==> src/rtl/dps_pkg.sv <==
// Package: shared types, register indexes and constants of the dash pattern segmenter.
`timescale 1ns / 1ps
package dps_pkg;

    localparam int MAX_INTERVALS_DEF = 4;
    localparam int FRAC_BITS_DEF     = 8;

    localparam int LEN_W   = 32;
    localparam int IVL_W   = 24;
    localparam int PAT_W   = 27;
    localparam int EST_W   = 40;
    localparam int DIST_W  = 34;
    localparam int LIM_W   = 6;
    localparam int CIDX_W  = 3;
    localparam int CDATA_W = 32;
    localparam int KCNT_W  = 7;

    localparam logic [KCNT_W-1:0] MAX_RESULTS = 7'd64;

    // Register indexes
    localparam logic [CIDX_W-1:0] REG_INTERVAL_COUNT = 3'd0;
    localparam logic [CIDX_W-1:0] REG_DASH_PHASE     = 3'd1;
    localparam logic [CIDX_W-1:0] REG_INTERVAL_A     = 3'd2;
    localparam logic [CIDX_W-1:0] REG_INTERVAL_B     = 3'd3;
    localparam logic [CIDX_W-1:0] REG_INTERVAL_C     = 3'd4;
    localparam logic [CIDX_W-1:0] REG_INTERVAL_D     = 3'd5;
    localparam logic [CIDX_W-1:0] REG_DASH_LIMIT     = 3'd6;

    // Result status codes
    localparam logic [1:0] ST_SEGMENT = 2'd0;
    localparam logic [1:0] ST_ABORTED = 2'd1;
    localparam logic [1:0] ST_FILL    = 2'd2;

    typedef struct packed {
        logic [LEN_W-1:0] contour_length;
        logic             contour_closed;
        logic             path_first;
        logic             stroke;
    } in_word_t;

    typedef struct packed {
        logic [LEN_W-1:0] seg_start;
        logic [LEN_W-1:0] seg_stop;
        logic             move_first;
        logic [1:0]       status;
        logic             last;
    } out_word_t;

endpackage

==> src/rtl/dps_div.sv <==
// Serial restoring divider: one quotient bit per cycle, shared by phase and estimate.
`timescale 1ns / 1ps
module dps_div
    import dps_pkg::*;
#(
    parameter int DW = 41
)
(
    input  logic             clk,
    input  logic             rst_n,
    input  logic             start,
    input  logic [DW-1:0]    dividend,
    input  logic [PAT_W-1:0] divisor,
    output logic             done,
    output logic [DW-1:0]    quotient,
    output logic [PAT_W-1:0] remainder
);

    localparam int CW = $clog2(DW + 1);

    logic [DW-1:0]    quo_reg, quo_next;
    logic [PAT_W-1:0] rem_reg, rem_next;
    logic [PAT_W-1:0] dsr_reg, dsr_next;
    logic [CW-1:0]    cnt_reg, cnt_next;
    logic             busy_reg, busy_next;
    logic             done_reg, done_next;
    logic [PAT_W:0]   trial;
    logic             fits;

    assign trial = {rem_reg, quo_reg[DW-1]};
    assign fits  = (trial >= {1'b0, dsr_reg});

    // Shift one dividend bit into the remainder and subtract when it fits
    always_comb
    begin
        quo_next  = quo_reg;
        rem_next  = rem_reg;
        dsr_next  = dsr_reg;
        cnt_next  = cnt_reg;
        busy_next = busy_reg;
        done_next = 1'b0;
        if (start)
        begin
            quo_next  = dividend;
            rem_next  = '0;
            dsr_next  = divisor;
            cnt_next  = CW'(DW);
            busy_next = 1'b1;
        end
        else if (busy_reg)
        begin
            rem_next = fits ? PAT_W'(trial - {1'b0, dsr_reg}) : trial[PAT_W-1:0];
            quo_next = {quo_reg[DW-2:0], fits};
            cnt_next = cnt_reg - CW'(1);
            if (cnt_reg == CW'(1))
            begin
                busy_next = 1'b0;
                done_next = 1'b1;
            end
        end
    end

    always_ff @(posedge clk or negedge rst_n)
    begin
        if (!rst_n)
        begin
            busy_reg <= 1'b0;
            done_reg <= 1'b0;
            cnt_reg  <= '0;
        end
        else
        begin
            busy_reg <= busy_next;
            done_reg <= done_next;
            cnt_reg  <= cnt_next;
        end
    end

    always_ff @(posedge clk)
    begin
        quo_reg <= quo_next;
        rem_reg <= rem_next;
        dsr_reg <= dsr_next;
    end

    assign done      = done_reg;
    assign quotient  = quo_reg;
    assign remainder = rem_reg;

`ifndef SYNTHESIS
    a_done_after_busy: assert property (@(posedge clk) disable iff (!rst_n)
        done_reg |-> $past(busy_reg))
        else $error("divider done without a running division");
    a_rem_below_divisor: assert property (@(posedge clk) disable iff (!rst_n)
        (busy_reg && !start && dsr_reg != '0) |=> (rem_reg < dsr_reg))
        else $error("divider remainder not below divisor");
    a_busy_count: assert property (@(posedge clk) disable iff (!rst_n)
        busy_reg |-> (cnt_reg != '0))
        else $error("divider busy with zero count");
`endif

endmodule

==> src/rtl/dash_pattern_segmenter_unit.sv <==
// Top level: stroke dash pattern segmenter with shared serial divider and walk sequencer.
`timescale 1ns / 1ps
// One input word describes a contour; results are dash start/stop pairs along it.
// Input channel (in_valid/in_stall/in_word): a word is taken when valid is high and
// stall is low. Output channel (out_valid/out_stall/out_word): same rule; the final
// word caused by a contour carries last. A fill contour gives one not-applied word,
// a path over the dash limit gives one aborted word, a contour with no dash gives none.
// Per contour the serial divider first computes the dash estimate; the walk then
// steps over one pattern interval per cycle unless a dash waits for a free output
// slot, then rejoins the skipped first dash of a closed contour and flushes.
// One contour is processed at a time; in_stall stays high until its last word sits
// in the output register.
// A configuration write (cfg_we/cfg_index/cfg_data) renormalizes the phase with the
// same divider while in_stall is high. The same pass runs after reset, so input
// words are taken only once it finishes.
// A stalled receiver holds the output register and one pending word; the walk then
// waits until the output register frees.
module dash_pattern_segmenter_unit
    import dps_pkg::*;
#(
    parameter int MAX_INTERVALS = MAX_INTERVALS_DEF,
    parameter int FRAC_BITS     = FRAC_BITS_DEF
)
(
    input  logic               clk,
    input  logic               rst_n,
    input  logic               in_valid,
    output logic               in_stall,
    input  in_word_t           in_word,
    output logic               out_valid,
    input  logic               out_stall,
    output out_word_t          out_word,
    input  logic               cfg_we,
    input  logic [CIDX_W-1:0]  cfg_index,
    input  logic [CDATA_W-1:0] cfg_data
);

    localparam int DW    = LEN_W + 1 + FRAC_BITS;
    localparam int SW    = ((DW > EST_W) ? DW : EST_W) + 1;
    localparam int TOP_N = ((MAX_INTERVALS / 2) * 2 > 4) ? 4 :
                           (((MAX_INTERVALS / 2) * 2 < 2) ? 2 : (MAX_INTERVALS / 2) * 2);
    localparam logic [EST_W-1:0] EST_MAX = {EST_W{1'b1}};

    localparam logic [3:0] S_IDLE   = 4'd0;
    localparam logic [3:0] S_PSUM   = 4'd1;
    localparam logic [3:0] S_PMOD   = 4'd2;
    localparam logic [3:0] S_PWAIT  = 4'd3;
    localparam logic [3:0] S_LOCATE = 4'd4;
    localparam logic [3:0] S_EWAIT  = 4'd5;
    localparam logic [3:0] S_CHECK  = 4'd6;
    localparam logic [3:0] S_WALK   = 4'd7;
    localparam logic [3:0] S_CLOSE  = 4'd8;
    localparam logic [3:0] S_FLUSH  = 4'd9;
    localparam logic [3:0] S_SINGLE = 4'd10;

    // Configuration registers
    logic [2:0]         interval_count_reg;
    logic [31:0]        dash_phase_reg;
    logic [IVL_W-1:0]   iv_reg [4];
    logic [LIM_W-1:0]   dash_limit_reg;

    // Sequencer state
    logic [3:0]         state_reg, state_next;
    logic [PAT_W-1:0]   pattern_length_reg, pattern_length_next;
    logic [1:0]         first_index_reg, first_index_next;
    logic [IVL_W-1:0]   first_length_reg, first_length_next;
    logic [EST_W-1:0]   dash_estimate_reg, dash_estimate_next;
    logic [DIST_W-1:0]  walk_distance_reg, walk_distance_next;
    logic [1:0]         walk_index_reg, walk_index_next;
    logic [PAT_W-1:0]   ph_reg, ph_next;
    logic [1:0]         loc_reg, loc_next;
    logic [IVL_W-1:0]   dlen_reg, dlen_next;
    logic [LEN_W-1:0]   len_reg, len_next;
    logic               closed_reg, closed_next;
    logic               skip_reg, skip_next;
    logic               added_reg, added_next;
    logic [KCNT_W-1:0]  kcnt_reg, kcnt_next;
    logic [1:0]         status_reg, status_next;

    // Output register and one pending word
    logic               out_valid_reg, out_valid_next;
    out_word_t          out_reg, out_next;
    logic               pend_valid_reg, pend_valid_next;
    out_word_t          pend_reg, pend_next;

    // Shared divider
    logic               div_start;
    logic [DW-1:0]      div_dividend;
    logic               div_done;
    logic [DW-1:0]      div_quo;
    logic [PAT_W-1:0]   div_rem;

    logic [2:0]         act_n;
    logic [1:0]         last_idx;
    logic [PAT_W-1:0]   pat_sum;
    logic               out_free;
    logic               slot_ok;
    logic               do_emit;
    out_word_t          new_res;
    logic [EST_W-1:0]   est_base;
    logic [SW-1:0]      est_sum;
    logic [IVL_W-1:0]   g;
    logic               on_w;
    logic [1:0]         idx_adv;
    logic [DIST_W-1:0]  stop_w;
    logic [31:0]        phase_mag;
    logic [DW-1:0]      est_num;
    logic [2:0]         cnt_even;

    dps_div #(.DW(DW)) u_div (
        .clk       (clk),
        .rst_n     (rst_n),
        .start     (div_start),
        .dividend  (div_dividend),
        .divisor   (pattern_length_reg),
        .done      (div_done),
        .quotient  (div_quo),
        .remainder (div_rem)
    );

    // Active interval count: even, clamped to 2..TOP_N
    assign cnt_even = interval_count_reg & 3'd6;
    assign act_n    = (cnt_even < 3'd2) ? 3'd2 :
                      ((cnt_even > 3'(TOP_N)) ? 3'(TOP_N) : cnt_even);
    assign last_idx = 2'(act_n - 3'd1);

    assign pat_sum  = PAT_W'(iv_reg[0]) + PAT_W'(iv_reg[1]) +
                      ((act_n == 3'd4) ? (PAT_W'(iv_reg[2]) + PAT_W'(iv_reg[3])) : '0);

    assign phase_mag = dash_phase_reg[31] ? (~dash_phase_reg + 32'd1) : dash_phase_reg;
    assign est_num   = (act_n == 3'd4) ? (DW'(in_word.contour_length) << (FRAC_BITS + 1))
                                       : (DW'(in_word.contour_length) << FRAC_BITS);

    assign out_free = !out_valid_reg || !out_stall;
    assign slot_ok  = !pend_valid_reg || out_free;
    assign in_stall = (state_reg != S_IDLE) || cfg_we;
    assign g        = iv_reg[loc_reg];
    assign on_w     = !walk_index_reg[0] && !skip_reg;
    assign idx_adv  = (walk_index_reg == last_idx) ? 2'd0 : (walk_index_reg + 2'd1);
    assign stop_w   = walk_distance_reg + DIST_W'(dlen_reg);
    assign est_base = in_word.path_first ? '0 : dash_estimate_reg;
    assign est_sum  = SW'(dash_estimate_reg) + SW'(div_quo);

    always_comb
    begin
        state_next          = state_reg;
        pattern_length_next = pattern_length_reg;
        first_index_next    = first_index_reg;
        first_length_next   = first_length_reg;
        dash_estimate_next  = dash_estimate_reg;
        walk_distance_next  = walk_distance_reg;
        walk_index_next     = walk_index_reg;
        ph_next             = ph_reg;
        loc_next            = loc_reg;
        dlen_next           = dlen_reg;
        len_next            = len_reg;
        closed_next         = closed_reg;
        skip_next           = skip_reg;
        added_next          = added_reg;
        kcnt_next           = kcnt_reg;
        status_next         = status_reg;
        out_valid_next      = out_valid_reg;
        out_next            = out_reg;
        pend_valid_next     = pend_valid_reg;
        pend_next           = pend_reg;
        div_start           = 1'b0;
        div_dividend        = '0;
        do_emit             = 1'b0;
        new_res             = '0;

        // Drop the output word once taken
        if (out_valid_reg && !out_stall)
        begin
            out_valid_next = 1'b0;
        end

        case (state_reg)
            S_IDLE:
            begin
                if (in_valid && !cfg_we)
                begin
                    len_next           = in_word.contour_length;
                    closed_next        = in_word.contour_closed;
                    dash_estimate_next = est_base;
                    if (!in_word.stroke)
                    begin
                        status_next = ST_FILL;
                        state_next  = S_SINGLE;
                    end
                    else if (pattern_length_reg == '0)
                    begin
                        dash_estimate_next = (in_word.contour_length != '0) ? EST_MAX
                                                                            : est_base;
                        state_next         = S_CHECK;
                    end
                    else
                    begin
                        div_start    = 1'b1;
                        div_dividend = est_num;
                        state_next   = S_EWAIT;
                    end
                end
            end
            S_PSUM:
            begin
                pattern_length_next = pat_sum;
                state_next          = S_PMOD;
            end
            S_PMOD:
            begin
                loc_next = 2'd0;
                if (pattern_length_reg == '0)
                begin
                    ph_next    = '0;
                    state_next = S_LOCATE;
                end
                else
                begin
                    div_start    = 1'b1;
                    div_dividend = DW'(phase_mag);
                    state_next   = S_PWAIT;
                end
            end
            S_PWAIT:
            begin
                if (div_done)
                begin
                    if (dash_phase_reg[31] && div_rem != '0)
                    begin
                        ph_next = pattern_length_reg - div_rem;
                    end
                    else
                    begin
                        ph_next = dash_phase_reg[31] ? '0 : div_rem;
                    end
                    state_next = S_LOCATE;
                end
            end
            S_LOCATE:
            begin
                // Step over one interval per cycle until the phase lands inside one
                if (ph_reg > PAT_W'(g) || (ph_reg == PAT_W'(g) && g != '0))
                begin
                    ph_next  = ph_reg - PAT_W'(g);
                    loc_next = loc_reg + 2'd1;
                    if (loc_reg == last_idx)
                    begin
                        first_index_next  = 2'd0;
                        first_length_next = (iv_reg[0] == '0) ? IVL_W'(1) : iv_reg[0];
                        state_next        = S_IDLE;
                    end
                end
                else
                begin
                    first_index_next  = loc_reg;
                    first_length_next = (PAT_W'(g) == ph_reg) ? IVL_W'(1)
                                                              : IVL_W'(PAT_W'(g) - ph_reg);
                    state_next        = S_IDLE;
                end
            end
            S_EWAIT:
            begin
                if (div_done)
                begin
                    dash_estimate_next = (est_sum > SW'(EST_MAX)) ? EST_MAX
                                                                  : est_sum[EST_W-1:0];
                    state_next         = S_CHECK;
                end
            end
            S_CHECK:
            begin
                if (dash_estimate_reg > (EST_W'(dash_limit_reg) << FRAC_BITS))
                begin
                    status_next = ST_ABORTED;
                    state_next  = S_SINGLE;
                end
                else
                begin
                    walk_distance_next = '0;
                    walk_index_next    = first_index_reg;
                    dlen_next          = first_length_reg;
                    skip_next          = closed_reg;
                    added_next         = 1'b0;
                    kcnt_next          = '0;
                    state_next         = S_WALK;
                end
            end
            S_WALK:
            begin
                if (DIST_W'(len_reg) > walk_distance_reg)
                begin
                    // Advance one interval unless a dash waits for a free slot
                    if (!(on_w && kcnt_reg < MAX_RESULTS && !slot_ok))
                    begin
                        if (on_w && kcnt_reg < MAX_RESULTS)
                        begin
                            do_emit            = 1'b1;
                            new_res.seg_start  = walk_distance_reg[LEN_W-1:0];
                            new_res.seg_stop   = (stop_w > DIST_W'(len_reg)) ? len_reg
                                                                             : stop_w[LEN_W-1:0];
                            new_res.move_first = 1'b1;
                            new_res.status     = ST_SEGMENT;
                            kcnt_next          = kcnt_reg + KCNT_W'(1);
                        end
                        walk_distance_next = stop_w;
                        skip_next          = 1'b0;
                        walk_index_next    = idx_adv;
                        dlen_next          = iv_reg[idx_adv];
                        added_next         = on_w;
                    end
                end
                else
                begin
                    state_next = S_CLOSE;
                end
            end
            S_CLOSE:
            begin
                // Rejoin the skipped first dash of a closed contour
                if (closed_reg && !first_index_reg[0] && kcnt_reg < MAX_RESULTS)
                begin
                    if (slot_ok)
                    begin
                        do_emit            = 1'b1;
                        new_res.seg_start  = '0;
                        new_res.seg_stop   = (LEN_W'(first_length_reg) > len_reg) ? len_reg
                                                                    : LEN_W'(first_length_reg);
                        new_res.move_first = !added_reg;
                        new_res.status     = ST_SEGMENT;
                        kcnt_next          = kcnt_reg + KCNT_W'(1);
                        state_next         = S_FLUSH;
                    end
                end
                else
                begin
                    state_next = S_FLUSH;
                end
            end
            S_FLUSH:
            begin
                if (!pend_valid_reg)
                begin
                    state_next = S_IDLE;
                end
                else if (out_free)
                begin
                    out_next        = pend_reg;
                    out_next.last   = 1'b1;
                    out_valid_next  = 1'b1;
                    pend_valid_next = 1'b0;
                    state_next      = S_IDLE;
                end
            end
            S_SINGLE:
            begin
                if (out_free)
                begin
                    out_next        = '0;
                    out_next.status = status_reg;
                    out_next.last   = 1'b1;
                    out_valid_next  = 1'b1;
                    state_next      = S_IDLE;
                end
            end
            default:
            begin
                state_next = S_IDLE;
            end
        endcase

        // Hold the newest dash; push the older one out
        if (do_emit)
        begin
            if (pend_valid_reg)
            begin
                out_next       = pend_reg;
                out_valid_next = 1'b1;
            end
            pend_next       = new_res;
            pend_valid_next = 1'b1;
        end

        // Any register write renormalizes the phase
        if (cfg_we && cfg_index <= REG_DASH_LIMIT)
        begin
            state_next = S_PSUM;
        end
    end

    // Configuration writes
    always_ff @(posedge clk or negedge rst_n)
    begin
        if (!rst_n)
        begin
            interval_count_reg <= 3'd2;
            dash_phase_reg     <= '0;
            iv_reg[0]          <= IVL_W'(256);
            iv_reg[1]          <= IVL_W'(256);
            iv_reg[2]          <= '0;
            iv_reg[3]          <= '0;
            dash_limit_reg     <= LIM_W'(62);
        end
        else if (cfg_we)
        begin
            case (cfg_index)
                REG_INTERVAL_COUNT: interval_count_reg <= cfg_data[2:0];
                REG_DASH_PHASE:     dash_phase_reg     <= cfg_data;
                REG_INTERVAL_A:     iv_reg[0]          <= cfg_data[IVL_W-1:0];
                REG_INTERVAL_B:     iv_reg[1]          <= cfg_data[IVL_W-1:0];
                REG_INTERVAL_C:     iv_reg[2]          <= cfg_data[IVL_W-1:0];
                REG_INTERVAL_D:     iv_reg[3]          <= cfg_data[IVL_W-1:0];
                REG_DASH_LIMIT:     dash_limit_reg     <= cfg_data[LIM_W-1:0];
                default:            ;
            endcase
        end
    end

    // Control state
    always_ff @(posedge clk or negedge rst_n)
    begin
        if (!rst_n)
        begin
            state_reg          <= S_PSUM;
            pattern_length_reg <= '0;
            first_index_reg    <= '0;
            first_length_reg   <= '0;
            dash_estimate_reg  <= '0;
            walk_distance_reg  <= '0;
            walk_index_reg     <= '0;
            out_valid_reg      <= 1'b0;
            pend_valid_reg     <= 1'b0;
            kcnt_reg           <= '0;
            loc_reg            <= '0;
        end
        else
        begin
            state_reg          <= state_next;
            pattern_length_reg <= pattern_length_next;
            first_index_reg    <= first_index_next;
            first_length_reg   <= first_length_next;
            dash_estimate_reg  <= dash_estimate_next;
            walk_distance_reg  <= walk_distance_next;
            walk_index_reg     <= walk_index_next;
            out_valid_reg      <= out_valid_next;
            pend_valid_reg     <= pend_valid_next;
            kcnt_reg           <= kcnt_next;
            loc_reg            <= loc_next;
        end
    end

    // Payload and work registers
    always_ff @(posedge clk)
    begin
        ph_reg     <= ph_next;
        dlen_reg   <= dlen_next;
        len_reg    <= len_next;
        closed_reg <= closed_next;
        skip_reg   <= skip_next;
        added_reg  <= added_next;
        status_reg <= status_next;
        out_reg    <= out_next;
        pend_reg   <= pend_next;
    end

    assign out_valid = out_valid_reg;
    assign out_word  = out_reg;

`ifndef SYNTHESIS
    a_idle_no_pending: assert property (@(posedge clk) disable iff (!rst_n)
        (state_reg == S_IDLE) |-> !pend_valid_reg)
        else $error("pending word left behind after contour finished");
    a_count_bound: assert property (@(posedge clk) disable iff (!rst_n)
        kcnt_reg <= MAX_RESULTS)
        else $error("dash count beyond result limit");
    a_accept_leaves_idle: assert property (@(posedge clk) disable iff (!rst_n)
        (in_valid && !in_stall) |=> (state_reg != S_IDLE))
        else $error("accepted word did not start processing");
    a_first_len_nonzero: assert property (@(posedge clk) disable iff (!rst_n)
        (state_reg == S_WALK) |-> (first_length_reg != '0))
        else $error("walk started with zero first length");
`endif

endmodule
==> config.mk <==
export PLATFORM = sky130hd
export DESIGN_NAME = dash_pattern_segmenter_unit
export DESIGN_NICKNAME = d
export VERILOG_FILES = /design/src/rtl/dps_pkg.sv /design/src/rtl/dps_div.sv /design/src/rtl/dash_pattern_segmenter_unit.sv
export SDC_FILE = /design/constraint.sdc
export NUM_CORES = 2
export LEC_CHECK = 0
export BUFFER_PORTS_ARGS = -buffer_cell sky130_fd_sc_hd__buf_4
export CORE_MARGIN = 2
export CORE_UTILIZATION = 64
export CTS_CLUSTER_SIZE = 10
export DETAILED_ROUTE_END_ITERATION = 8
export PLACE_DENSITY_LB_ADDON = 0.15
export SETUP_SLACK_MARGIN = 0.05
export SYNTH_ARGS = -nofsm -noshare
export SYNTH_HDL_FRONTEND = slang
export SYNTH_SLANG_ARGS = --single-unit
==> constraint.sdc <==
create_clock -name clk -period 7.2 [get_ports clk]
set_input_delay 0.36 -clock clk [delete_from_list [all_inputs] [get_ports clk]]
set_output_delay 0.36 -clock clk [all_outputs]
set_load 0.005 [all_outputs]
======== Word-level counts from Yosys, hierarchy flattened ========
Index checks and enable logic that the tools add are counted.
storage, ports and cells
  output and inout bits ................... 70
  flip-flop bits (word level) ............. 607
  memories ................................ 0
  input bits .............................. 75
  bits in writable memories ............... 0
  ROM bits ................................ 0
  bits in latches ......................... 0
operators by class
  divide/modulo/power cells ............... 0
  equality and inequality tests ........... 42
  bitwise operators ....................... 3
  add/sub/neg operators ................... 15
  multiply operators ...................... 0
  multiplexer cells ....................... 131
  magnitude comparators ................... 13
  reduce and logical (&&, ||, !) cells .... 55
  shift operators ......................... 0
operators with widths
  kind                    number
  $mux W68                5
  $mux W40                7
  $mux W24                11
  $mux W41                6
  $mux W67                3
  $mux W27                6
  $pmux W68 S2            1
  $pmux W67 S2            1
  $mux W32                4
  $mux W34                3
  $bmux W24 S2            2
  $pmux W41 S2            1
  $pmux W27 S3            1
  $pmux W40 S2            1
  $mux W35                2
  $pmux W34 S2            1
  $sub A27 B27 Y27        2
  $mux W4                 13
  $add A24 B24 Y25        2
  $pmux W24 S2            1
  $pmux W4 S11            1
  $add A40 B41 Y42        1
  $gt A42 B40 Y1 const B  1
  $mux W7                 6
  other kinds (64)        177

======== Depth between registers and ports, before layout ========
  word-level depth ........................ 13
  mapped depth ............................ 22
  mapped depth without buffers ............ 22

======== Modules after synthesis ========
Synthesis repeated with hierarchy kept, for this count alone.
unflattened totals
  cell total of the unflattened synthesis .. 4,081
  area total of the unflattened synthesis .. 40,246.1 um^2
by module, submodules not included
  module                       instances  cells an instance  area each (um^2)
  dash_pattern_segmenter_unit  1          3,538              34,370.5
  dps_div                      1          543                5,875.6

======== Worst setup path after synthesis ========
Ideal clock, no wire load.
  kind .................................... flip-flop to flip-flop
  from .................................... reg iv_reg[0] in the netlist's numbering
  to ...................................... reg pattern_length_reg[23]
  slack ................................... 1,996 ps
  path buffers ............................ 0
  data required time ...................... 7,065 ps
  arrival ................................. 5,070 ps
  library setup time ...................... 135 ps
  stages on the path, launching flop included .. 20
  clock period less this slack ............ 5,204 ps
  cells stage by stage .................... dfrtp_1 > ha_1 > fa_1 > a21o_1 > a21o_1 > a2111o_1 > a41o_1 > a2111oi_1 > o21ai_1 > or4_1 > o311a_1 > xor2_1 > and2_1 > fa_1 > ha_1 > nand3_1 > nor3_1 > a2111oi_0 > xor2_1 > o21ai_0
on the way
  cells in the longest elaborated chain, start to end .. 3
RTL lines
  what                  RTL line                            source
  from (decl)           dash_pattern_segmenter_unit.sv:59   logic [IVL_W-1:0] iv_reg [4];
  $add A24 B24 Y25      dash_pattern_segmenter_unit.sv:128  ((act_n == 3'd4) ? (PAT_W'(iv_reg[2]) + PAT_W'(iv_reg[3])) : '0);
  $mux W25              dash_pattern_segmenter_unit.sv:128
  $add A25 B25 Y26      dash_pattern_segmenter_unit.sv:127  assign pat_sum = PAT_W'(iv_reg[0]) + PAT_W'(iv_reg[1]) +
  to (signal assigned)  dash_pattern_segmenter_unit.sv:438  pattern_length_reg <= pattern_length_next;
  to (decl)             dash_pattern_segmenter_unit.sv:64   logic [PAT_W-1:0] pattern_length_reg, pattern_length_next;
Every way passes these cells.
A chain may end at the register's enable or synchronous reset.

==> impl_metrics.toml <==
[timing]
rsz0062_at_grt = "no"
tns_ns = 0
report.final.slew_viol_count = 0
timing.fmax_ghz = 0.161
slew_headroom_pct = 24.7
period_minus_slack_ns = 6.20
fin_crit_sh_pct = 86.1
worst_pin_slew_ns = 1.13
setup_viol = 0
hold_viol_final = 0
skew_ns = 0.0278

[critical_path]
start_kind = "flip-flop"
worstPathRequired_ns = 7.70
crit_arrival_ns = 6.70
cp_num_buf_inv = 0
crit_family = "compound AO/OA/AOI/OAI gates"
critPathKind = "flip-flop to flip-flop"
reg2reg_slack_ns = 1.0
slowest_delay_ns = 0.83
rr_startpoint = "walk_distance_reg[0]"
slowest_stage = "o22ai_4"
worstSetupEndpointType = "flip-flop"
path_max_fanout = 32
reg2regPathDepth = 20
crit_chain = "ha_1 -> fa_1 -> a211oi_1 -> o21ai_1 -> a211o_1 -> a31oi_2 -> or4_4 -> nand2_1 -> a21oi_1 -> xnor2_1 -> ha_1 -> nand4_1 -> or2_2 -> nor3_1 -> nand2_1 -> a221oi_1 -> a211oi_1 -> o22ai_4 -> a22o_1 -> a21o_1"
r2r-end = "pend_reg[21]"

[logic_synthesis]
ys_types = 97
synth_common_cells = "nand2_1, ha_1, a21oi_1, dfrtp_1, o21ai_0"
yosys_warnings = 0
synthMuxAreaShare_pct = 7.86
synth_top_family_by_area = "compound AO/OA/AOI/OAI gates"
synth-simple-area-share_pct = 12.0
synth-compound-area-share_pct = 19.8
yosys-top-cells-area = "dfrtp_1, edfxtp_1, ha_1"
syn-num-nets = 4422
avgSynthCellArea_um2 = 9.88
synth_xor_area_share_pct = 5.02
ys_ff_latch = 601
synth_cells = 4006
async_flop_share_pct = 47.6
synth_top_area_share_pct = 17.6
synth_flop_cell = "dfrtp_1"
synth_edf_count = 220
synth_top_area_cell = "dfrtp_1"
synth-seq-area-share_pct = 39.6
yosysMostFrequentCell = "nand2_1"
syn_area_mm2 = 0.0396
synthAdderAreaFrac_pct = 11.4

[grt]
grt_first_pass_wirelength_um = 188000
grt_pass1_vias = 31400
grt_overflow_total = 0
grt_max_degree = 148
track_usage_pct = 38.5
antenna_found_initial = 2

[power_and_ir_drop]
power_mw = 22.3
switching_share_pct = 45.9
power_frac_comb_pct = 57.3
power_density_mw_per_mm2 = 508
static-leakage-power_nw = 19.6
clockPowerShare_pct = 15.6
cellInternalPower_mw = 12.1
sequentialPowerShare_pct = 27.1
ir_worst_vdd_v = 0.000342
p_sw_mw = 10.3

[clocking]
tritoncts = "done"
root_buffer = "clkbuf_16"
clk_pin_slew_worst_paths_ns = 0.06
worstSkewPairLatency_ns = 0.63
cts_max_level = 3
numCtsBuffers = 73
clockBufferDepth = 3
clock_sink_count = 601

[route]
drt-pass1-iter-count = 6
final_antenna_net_count = 0
drt_iter0_drc = 3548
wl_um = 123000
met3_length_um = 10500
maxUsedRoutingLayer = "met5"
met1_length_um = 51400
routedWlPerCell_um = 24.7
viasPerCell = 6.65
drcViolationCount = 0
dr_wl_met2_um = 55700
vias = 33100

[floorplan]
dieArea_mm2 = 0.0638
core_area_mm2 = 0.0614
io_pins = 145
initial_core_util_pct = 64.5
die_w_um = 253
core.rowCount = 91
die_h_um = 253

[finish]
postLayoutCellArea_mm2 = 0.0440
fin_util_pct = 71.7
fin_cells = 4981
final_nets = 4548
post_route_cells_drive_above_1_share_pct = 12.5
largest_register_ffs = 96
area_growth_pct = 11.2

[placed_design]
io_buffer_count = 144
routabilityCongestion = 0.975
dp.cells = 4804
place_area_mm2 = 0.0413
dp_hpwl_um = 90700

[flow_run]
cap_viol_max_count = 0

[min_path]
hold_start = "cfg_data[7]"
hold_path_end = "dash_phase_reg[7]"
min_path_cells = 2
hold_class = "input port to flip-flop"

[run_status]
outcome = "completed"
worst max-delay path by stage:
| stage | start | endpoint | slack, ns | cells past startpoint |
|---|---|---|---|---|
| after floorplan | iv_reg[0] | pattern_length_reg[23] | 2.00 | 19 |
| after global placement | walk_distance_reg[2] | pend_reg[27] | 1.06 | 21 |
| after detailed placement | walk_distance_reg[0] | pend_reg[24] | 1.02 | 20 |
| after CTS | walk_distance_reg[0] | pend_reg[15] | 0.99 | 20 |
| after global routing | walk_distance_reg[2] | pend_reg[8] | 0.47 | 21 |
| final | walk_distance_reg[0] | pend_reg[21] | 1.0 | 20 |
cell families (layout without fill, tap and decap cells):
logic type / Yosys count / in the layout
and+or+nand+nor: 985 / 985
DFF: 601 / 601
buffers and inverters: 441 / 625
adders and majority gates: 341 / 341
other: 0 / 1
muxes: 234 / 234
AOI/OAI and AO/OA: 1177 / 1177
xor gates and xnor gates: 227 / 227
placed cells by master (no fill, tap or decap), drive strengths merged, types with 43 or more instances in the layout:
cell type,Yosys,routed
dfrtp,278,278
nor2,206,206
mux2,134,134
mux4,48,48
nand2,340,340
nor4,57,57
ha,309,309
a22o,99,99
xnor2,127,127
dlygate4sd3,0,43
a21oi,297,297
a21o,157,157
dfxtp,95,95
xor2,100,100
nand4,47,47
nor3,50,50
edfxtp,220,220
clkbuf,138,124
buf,43,189
nand3,83,83
inv,259,262
o21ai,271,271
mux2i,52,52
layout make-up:
| type | instances | area [um2] |
|---|---|---|
| multi-input combinational | 2964 | 22300 |
| fill | 4720 | 17400 |
| sequential | 601 | 15700 |
| clock buffer | 124 | 2130 |
| timing repair buffer | 232 | 1870 |
| tap | 790 | 988 |
| inverter | 260 | 976 |
| clock inverter | 9 | 90.1 |
| antenna | 1 | 2.50 |
power groups by stage:
stage / combinational (mW) / clock, mW / sequential (mW)
after floorplan: 9.39 / 0 / 5.50
after global placement: 12.2 / 0 / 6.02
after detailed placement: 12.4 / 0 / 6.04
after CTS: 12.5 / 3.51 / 6.00
after global routing: 14.1 / 3.63 / 6.16
final: 12.8 / 3.48 / 6.06
per-stage QoR:
step	hold WS (ns)	setup WS, ns
global placement	0.368	1.06
global route	0.0221	0.475
floorplan	0.0644	2.00
finish	0.0296	0.999
detailed placement	0.369	1.02
CTS	0.0109	0.989
layer usage:
layer	vias to the layer above	global-route usage [%]
met3	285	6.58
met1	16100	53.6
met4	4	16.3
li1	15100	-
met2	1593	59.8
met5	-	0
repair_timing:
action	in CTS	in global routing
hold endpoints to repair	109	0
setup buffers	0	0
hold buffers	43	0
endpoints found under the setup margin	0	0
resized for setup	0	0
(Power assumes the default switching activity.)
